===== src/design/mbnpc_pkg.sv =====
// ----------------------------------------------------------------------------
// mbnpc_pkg
// Shared types and opcode constants for the branch resume-address block.
// ----------------------------------------------------------------------------
package mbnpc_pkg;

  localparam int unsigned InDataW  = 224;
  localparam int unsigned OutDataW = 136;

  localparam logic [5:0] OpcSpecial = 6'h00;
  localparam logic [5:0] OpcRegimm  = 6'h01;
  localparam logic [5:0] OpcJ       = 6'h02;
  localparam logic [5:0] OpcJal     = 6'h03;
  localparam logic [5:0] OpcBeq     = 6'h04;
  localparam logic [5:0] OpcBne     = 6'h05;
  localparam logic [5:0] OpcBlez    = 6'h06;
  localparam logic [5:0] OpcBgtz    = 6'h07;
  localparam logic [5:0] OpcBeql    = 6'h14;
  localparam logic [5:0] OpcBnel    = 6'h15;
  localparam logic [5:0] OpcBlezl   = 6'h16;
  localparam logic [5:0] OpcBgtzl   = 6'h17;

  localparam logic [5:0] FunJr      = 6'h08;
  localparam logic [5:0] FunJalr    = 6'h09;

  localparam logic [4:0] RtBltz     = 5'h00;
  localparam logic [4:0] RtBgez     = 5'h01;
  localparam logic [4:0] RtBltzl    = 5'h02;
  localparam logic [4:0] RtBgezl    = 5'h03;
  localparam logic [4:0] RtBltzal   = 5'h10;
  localparam logic [4:0] RtBgezal   = 5'h11;
  localparam logic [4:0] RtBltzall  = 5'h12;
  localparam logic [4:0] RtBgezall  = 5'h13;

  localparam logic [4:0] RaIndex    = 5'd31;

  typedef struct packed {
    logic [63:0]        pc;
    logic               in_delay_slot;
    logic [31:0]        instruction;
    logic signed [63:0] rs_value;
    logic signed [63:0] rt_value;
  } req_t;

  typedef struct packed {
    logic [63:0] next_pc;
    logic        link_write;
    logic [4:0]  link_reg;
    logic [63:0] link_value;
    logic        not_branch;
  } res_t;

endpackage


===== src/design/mbnpc_decode.sv =====
// ----------------------------------------------------------------------------
// mbnpc_decode
// Decodes the branch or jump at the exception pc and forms the resume address
// and link information.
// ----------------------------------------------------------------------------
module mbnpc_decode (
  input  mbnpc_pkg::req_t req,
  output mbnpc_pkg::res_t res
);
  import mbnpc_pkg::*;

  logic [5:0]  op;
  logic [4:0]  rt_f;
  logic [4:0]  rd_f;
  logic [5:0]  fn;
  logic [63:0] pc4;
  logic [63:0] pc8;
  logic [63:0] btarget;
  logic [63:0] jtarget;
  logic        neg;
  logic        zero;
  logic        eq;

  assign op      = req.instruction[31:26];
  assign rt_f    = req.instruction[20:16];
  assign rd_f    = req.instruction[15:11];
  assign fn      = req.instruction[5:0];
  assign pc4     = req.pc + 64'd4;
  assign pc8     = req.pc + 64'd8;
  assign btarget = req.pc + {{46{req.instruction[15]}}, req.instruction[15:0], 2'b00}
                   + 64'd4;
  assign jtarget = {pc4[63:28], req.instruction[25:0], 2'b00};
  assign neg     = req.rs_value[63];
  assign zero    = (req.rs_value == 64'sd0);
  assign eq      = (req.rs_value == req.rt_value);

  always_comb begin
    logic valid;
    logic link;
    logic [63:0] nxt;
    logic [4:0]  lreg;
    valid = 1'b1;
    link  = 1'b0;
    lreg  = RaIndex;
    nxt   = pc8;
    unique case (op)
      OpcSpecial: begin
        if (fn == FunJr || fn == FunJalr) begin
          nxt = req.rs_value;
          if (fn == FunJalr) begin
            link = 1'b1;
            lreg = rd_f;
          end
        end else begin
          valid = 1'b0;
        end
      end
      OpcJ: nxt = jtarget;
      OpcJal: begin
        nxt  = jtarget;
        link = 1'b1;
      end
      OpcRegimm: begin
        unique case (rt_f)
          RtBltz, RtBltzl: nxt = neg ? btarget : pc8;
          RtBgez, RtBgezl: nxt = neg ? pc8 : btarget;
          RtBltzal, RtBltzall: begin
            nxt  = neg ? btarget : pc8;
            link = 1'b1;
          end
          RtBgezal, RtBgezall: begin
            nxt  = neg ? pc8 : btarget;
            link = 1'b1;
          end
          default: valid = 1'b0;
        endcase
      end
      OpcBlez, OpcBlezl: nxt = (neg || zero) ? btarget : pc8;
      OpcBgtz, OpcBgtzl: nxt = (!neg && !zero) ? btarget : pc8;
      OpcBeq, OpcBeql:   nxt = eq ? btarget : pc8;
      OpcBne, OpcBnel:   nxt = eq ? pc8 : btarget;
      default: valid = 1'b0;
    endcase

    if (!req.in_delay_slot) begin
      res.next_pc    = pc4;
      res.link_write = 1'b0;
      res.link_reg   = 5'd0;
      res.link_value = 64'd0;
      res.not_branch = 1'b0;
    end else if (!valid) begin
      res.next_pc    = pc8;
      res.link_write = 1'b0;
      res.link_reg   = 5'd0;
      res.link_value = 64'd0;
      res.not_branch = 1'b1;
    end else begin
      res.next_pc    = nxt;
      res.link_write = link;
      res.link_reg   = link ? lreg : 5'd0;
      res.link_value = link ? pc8 : 64'd0;
      res.not_branch = 1'b0;
    end
  end

endmodule


===== src/design/mips_branch_next_pc.sv =====
// ----------------------------------------------------------------------------
// mips_branch_next_pc
// Resume address after an exception: pc + 4, or the outcome of the branch or
// jump whose delay slot held the victim, with link register and value.
// ----------------------------------------------------------------------------
// One request per cycle while the result side keeps taking results: a request is
// captured in an input register, decoded and compared in one pass, and held
// in a result register until taken. Backpressure from the result side stalls
// each stage only when it is full.
module mips_branch_next_pc (
  input  logic                            clk,
  input  logic                            rst_n,
  input  logic                            in_tvalid,
  output logic                            in_tready,
  // pc[63:0], instruction[95:64], rs_value[159:96], rt_value[223:160]
  input  logic [mbnpc_pkg::InDataW-1:0]   in_tdata,
  // in_delay_slot[0]
  input  logic                            in_tuser,
  output logic                            out_tvalid,
  input  logic                            out_tready,
  // next_pc[63:0], link_write[64], link_reg[69:65], link_value[133:70], zero pad
  output logic [mbnpc_pkg::OutDataW-1:0]  out_tdata,
  // not_branch[0]
  output logic                            out_tuser
);
  import mbnpc_pkg::*;

  logic in_valid_r;
  req_t req_r;
  logic out_valid_r;
  res_t res_r;
  res_t res_nxt;
  logic out_free;

  assign out_free  = !out_valid_r || out_tready;
  assign in_tready = !in_valid_r || out_free;

  always_ff @(posedge clk) begin
    if (!rst_n) begin
      in_valid_r <= 1'b0;
    end else if (in_tready) begin
      in_valid_r <= in_tvalid;
    end
  end

  always_ff @(posedge clk) begin
    if (in_tready && in_tvalid) begin
      req_r.pc            <= in_tdata[63:0];
      req_r.in_delay_slot <= in_tuser;
      req_r.instruction   <= in_tdata[95:64];
      req_r.rs_value      <= in_tdata[159:96];
      req_r.rt_value      <= in_tdata[223:160];
    end
  end

  mbnpc_decode u_decode (
    .req (req_r),
    .res (res_nxt)
  );

  always_ff @(posedge clk) begin
    if (!rst_n) begin
      out_valid_r <= 1'b0;
    end else if (out_free) begin
      out_valid_r <= in_valid_r;
    end
  end

  always_ff @(posedge clk) begin
    if (out_free && in_valid_r) begin
      res_r <= res_nxt;
    end
  end

  assign out_tvalid = out_valid_r;
  assign out_tdata  = {2'b00, res_r.link_value, res_r.link_reg, res_r.link_write,
                       res_r.next_pc};
  assign out_tuser  = res_r.not_branch;

endmodule


===== config.mk =====
export PLATFORM = sky130hd
export DESIGN_NAME = mips_branch_next_pc
export DESIGN_NICKNAME = d
export VERILOG_FILES = /design/src/design/mbnpc_pkg.sv /design/src/design/mbnpc_decode.sv /design/src/design/mips_branch_next_pc.sv
export SDC_FILE = /design/constraint.sdc
export NUM_CORES = 1
export LEC_CHECK = 0
export BUFFER_PORTS_ARGS = -buffer_cell sky130_fd_sc_hd__buf_2
export CAP_MARGIN = 15
export CORE_ASPECT_RATIO = 1.1
export CORE_MARGIN = 2
export CORE_UTILIZATION = 45
export CTS_BUF_LIST = sky130_fd_sc_hd__clkbuf_4 sky130_fd_sc_hd__clkbuf_8
export DETAILED_ROUTE_END_ITERATION = 10
export PLACE_DENSITY = 0.77
export SLEW_MARGIN = 20
export SYNTH_ARGS = -nofsm -noshare
export SYNTH_HDL_FRONTEND = slang
export SYNTH_HIERARCHICAL = 1
export SYNTH_SLANG_ARGS = --single-unit

===== constraint.sdc =====
create_clock -name clk -period 11.6 [get_ports clk]
set_clock_uncertainty 0.05 [all_clocks]
set_input_delay 0.58 -clock clk [delete_from_list [all_inputs] [get_ports clk]]
set_output_delay 0.58 -clock clk [all_outputs]
set_load 0.1 [all_outputs]

==> key figures <==
Power
  • Sw Pwr: 1180 uW
  • Clock share of power: 32.0%
  • Power, Total: 3540 uW
  • Power density cells: 138 mW/mm^2
  • Internal power: 2360 uW
  • Comb pwr share: 22.2%
  • Maximum vdd drop: 0.156 mV
  • Switching Share: 33.4%
  • Register share of total power: 45.8%
  • Leakage Power: 0.00975 uW

Finish
  • NumNets Final: 2790
  • P&R area growth vs syn: 18.1%
  • Design area: 0.0257 mm^2
  • Share of cells above drive strength 1: 21.0%

Yosys
  • Sequential element share of the synthesized area: 50.0%
  • Synth Instances: 2067
  • Post-synthesis adder-cell area fraction: 7.18%
  • Leading area contributor after synthesis: edfxtp_1
  • Ys flop type: edfxtp_1
  • Synth Register Bits: 362
  • Number of flops mapped to enable cells by yosys: 360
  • Commonest cells in the netlist: edfxtp_1, nand2_1, nor2_1, a21oi_1, xor2_1
  • XOR/XNOR Fraction of Synth Area: 8.63%
  • Post-synthesis mux area share: 0.334%
  • Post-synth top area share: 49.8%
  • Post-synthesis simple-gate area fraction: 16.1%
  • Largest family of logic cells by synthesized area: simple AND/OR/NAND/NOR gates
  • Ys Warns: 6
  • Top cells by area, synth: edfxtp_1, ha_1, xor2_1, xnor2_1, nand2_1
  • Mean Syn Cell Area: 10.5 um^2
  • Yosys cell types: 82
  • Fraction of registers with async set/reset: 0%
  • Post-synthesis cell area: 0.0217 mm^2
  • Most frequent cell after synthesis: edfxtp_1
  • Compound-Gate Fraction of Synth Area: 15.1%

Die
  • Die ar.: 0.0500 mm^2
  • Die Width: 213 um
  • DIE HEIGHT: 234 um
  • Cell Rows: 84
  • Initial Utilization: 45.5%
  • Core area: 0.0477 mm^2
  • Ports: 368

Clock network
  • Clock net sink count: 362
  • CTS tree: built
  • Clock Tree Root: clkbuf_8
  • Clock transition at the registers of the reported paths: 0.07 ns
  • Clock Tree Buf Depth: 3
  • Worst skew pair latency: 0.68 ns
  • CTS H-tree lvls: 2
  • CTS Buf Count: 57

STA
  • Final min period: 6.19 ns
  • Hold_ws: 0.0322 ns
  • RSZ-0062 raised after global routing: no
  • Max-slew violation count: 0
  • Headroom to the max-slew limit: 23.6%
  • Final-report hold violation count: 0
  • Final Cycle Share: 53.4%
  • Final setup fails: 0
  • Max Freq: 0.161 GHz
  • Setup TNS: 0 ns
  • Slew @ Worst Pin: 1.13 ns

Routing
  • DR WL/cell: 27.9 um
  • DRC viols: 0
  • Initial DRC Count: 2489
  • Vias per cell: 6.25
  • Antenna Nets Post-Route: 0
  • Vias: 19575
  • TritonRoute pass-1 iters: 6
  • Total wire length: 87300 um

Placed design
  • Detail Placement HPWL: 66700 um
  • Gpl congestion: 0.994
  • I/O Buffers: 365
  • Placement-stage cell area: 0.0241 mm^2

Critical path
  • Max FO, Critical Path: 17
  • Crit path DAT: 6.50 ns
  • Crit path kind: flip-flop to flip-flop
  • CP Launch Type: flip-flop
  • Worst Path Required: 11.90 ns
  • Crit path capture type: flip-flop

Global route
  • Global-route wire length before repair: 124000 um
  • Largest net degree at the start of global routing: 82
  • Initial antenna violation count: 2
  • Number of global-route vias before repair: 18582
  • Remaining global-route overflow: 0
  • Total track usage: 34.5%

Outcome
  • Status: finished clean

Run
  • Maxcap violations: 0

Worst hold path
  • Min-delay worst type: input pin to flip-flop
worst max-delay path, stage by stage (launching register included):
cell       delay (ns)
edfxtp_1         0.88
clkinv_1         0.79
ha_1             0.44
inv_1            0.06
ha_1             0.16
inv_1            0.06
fa_1             0.39
nand2b_1         0.18
a21oi_1          0.42
o211ai_1         0.24
a2111oi_0        0.64
o21a_1           0.34
nand4_1          0.23
and2_1           0.27
o41ai_1          0.38
xnor2_1          0.17
o2111ai_1        0.14
layer usage:
metal	vias to the layer above	global-route usage, %	part of all wire (%)
met5	-	0	0
met4	0	13.1	4.1
met3	208	6.95	11
met2	1306	53.1	44
met1	9466	48.2	41
li1	8595	-	-
kinds of logic (layout without fill, tap and decap cells):
kind of cell             count (synthesis)  in the layout
other                                    1              4
AND/OR/NAND/NOR                        706            706
AO/OA/AOI/OAI                          506            506
buffers and inverters                  147            563
adder cells (fa/ha/maj)                124            124
multiplexers                             7              7
XOR/XNOR                               214            214
flip-flops                             362            362
sequential cells by signal (all words and copies together), names as in the netlist:
name        flops
in_valid_r      1
req_r         225
out_tvalid      1
out_tuser       1
out_tdata     134
timing repair:
item                      4_1_cts  5_1_grt
gates resized for setup         0        0
hold endpoints to repair       33        0
setup buffers                   0        0
hold buffers                   33        0
stage by stage:
| step | utilization (%) | cells | setup slack [ns] |
|---|---|---|---|
| final | 53.8 | 3131 | 5.41 |
| after global routing | 53.8 | 3130 | 5.25 |
| after CTS | 53.7 | 3129 | 5.57 |
| after detailed placement | 50.6 | 2990 | 5.60 |
| after global placement | 50.6 | 2990 | 5.83 |
| after floorplan | - | 2068 | 3.99 |
placed cells by master, fill, tap and decap left out, types with 48 or more instances in the layout:
cell type	n
nand3_1	56
o21ai_0	118
nand4_1	61
nor4_1	48
edfxtp_1	360
nor2_1	177
xnor2_1	86
xor2_1	128
buf_2	365
nand2_1	187
ha_1	123
a21oi_1	132
clkbuf_8	57
layout make-up:
class / count / area [um^2]
fillers: 4258 / 22100
flip-flops and latches: 362 / 10900
multi-input cells: 1559 / 10300
repair buffers: 426 / 2370
clock buffers: 71 / 890
well taps: 645 / 807
clock inverters: 35 / 284
inverters: 31 / 116
diodes: 2 / 5.00
power groups by stage:
stage / logic (uW) / clock network, uW / registers, uW
6_report: 786 / 1130 / 1620
5_1_grt: 830 / 1210 / 1630
4_1_cts: 768 / 1150 / 1620
3_5_place_dp: 756 / 0 / 1650
3_3_place_gp: 751 / 0 / 1640
2_1_floorplan: 374 / 0 / 1780
final timing paths:
path | from | to | slack [ns] | cells past startpoint
worst max-delay path | req_r[163]$_DFFE_PP_ | out_tdata[63]$_DFFE_PP_ | 5.41 | 16
worst min-delay path | in_tdata[17] | req_r[178]$_DFFE_PP_ | 0.03 | 1
worst max register to register | req_r[163]$_DFFE_PP_ | out_tdata[63]$_DFFE_PP_ | 5.41 | 16
worst min register to register | out_tvalid$_SDFFE_PN0P_ | in_valid_r$_SDFFE_PN0P_ | 0.48 | 2
No activity file was read; power rests on OpenSTA's default activity.
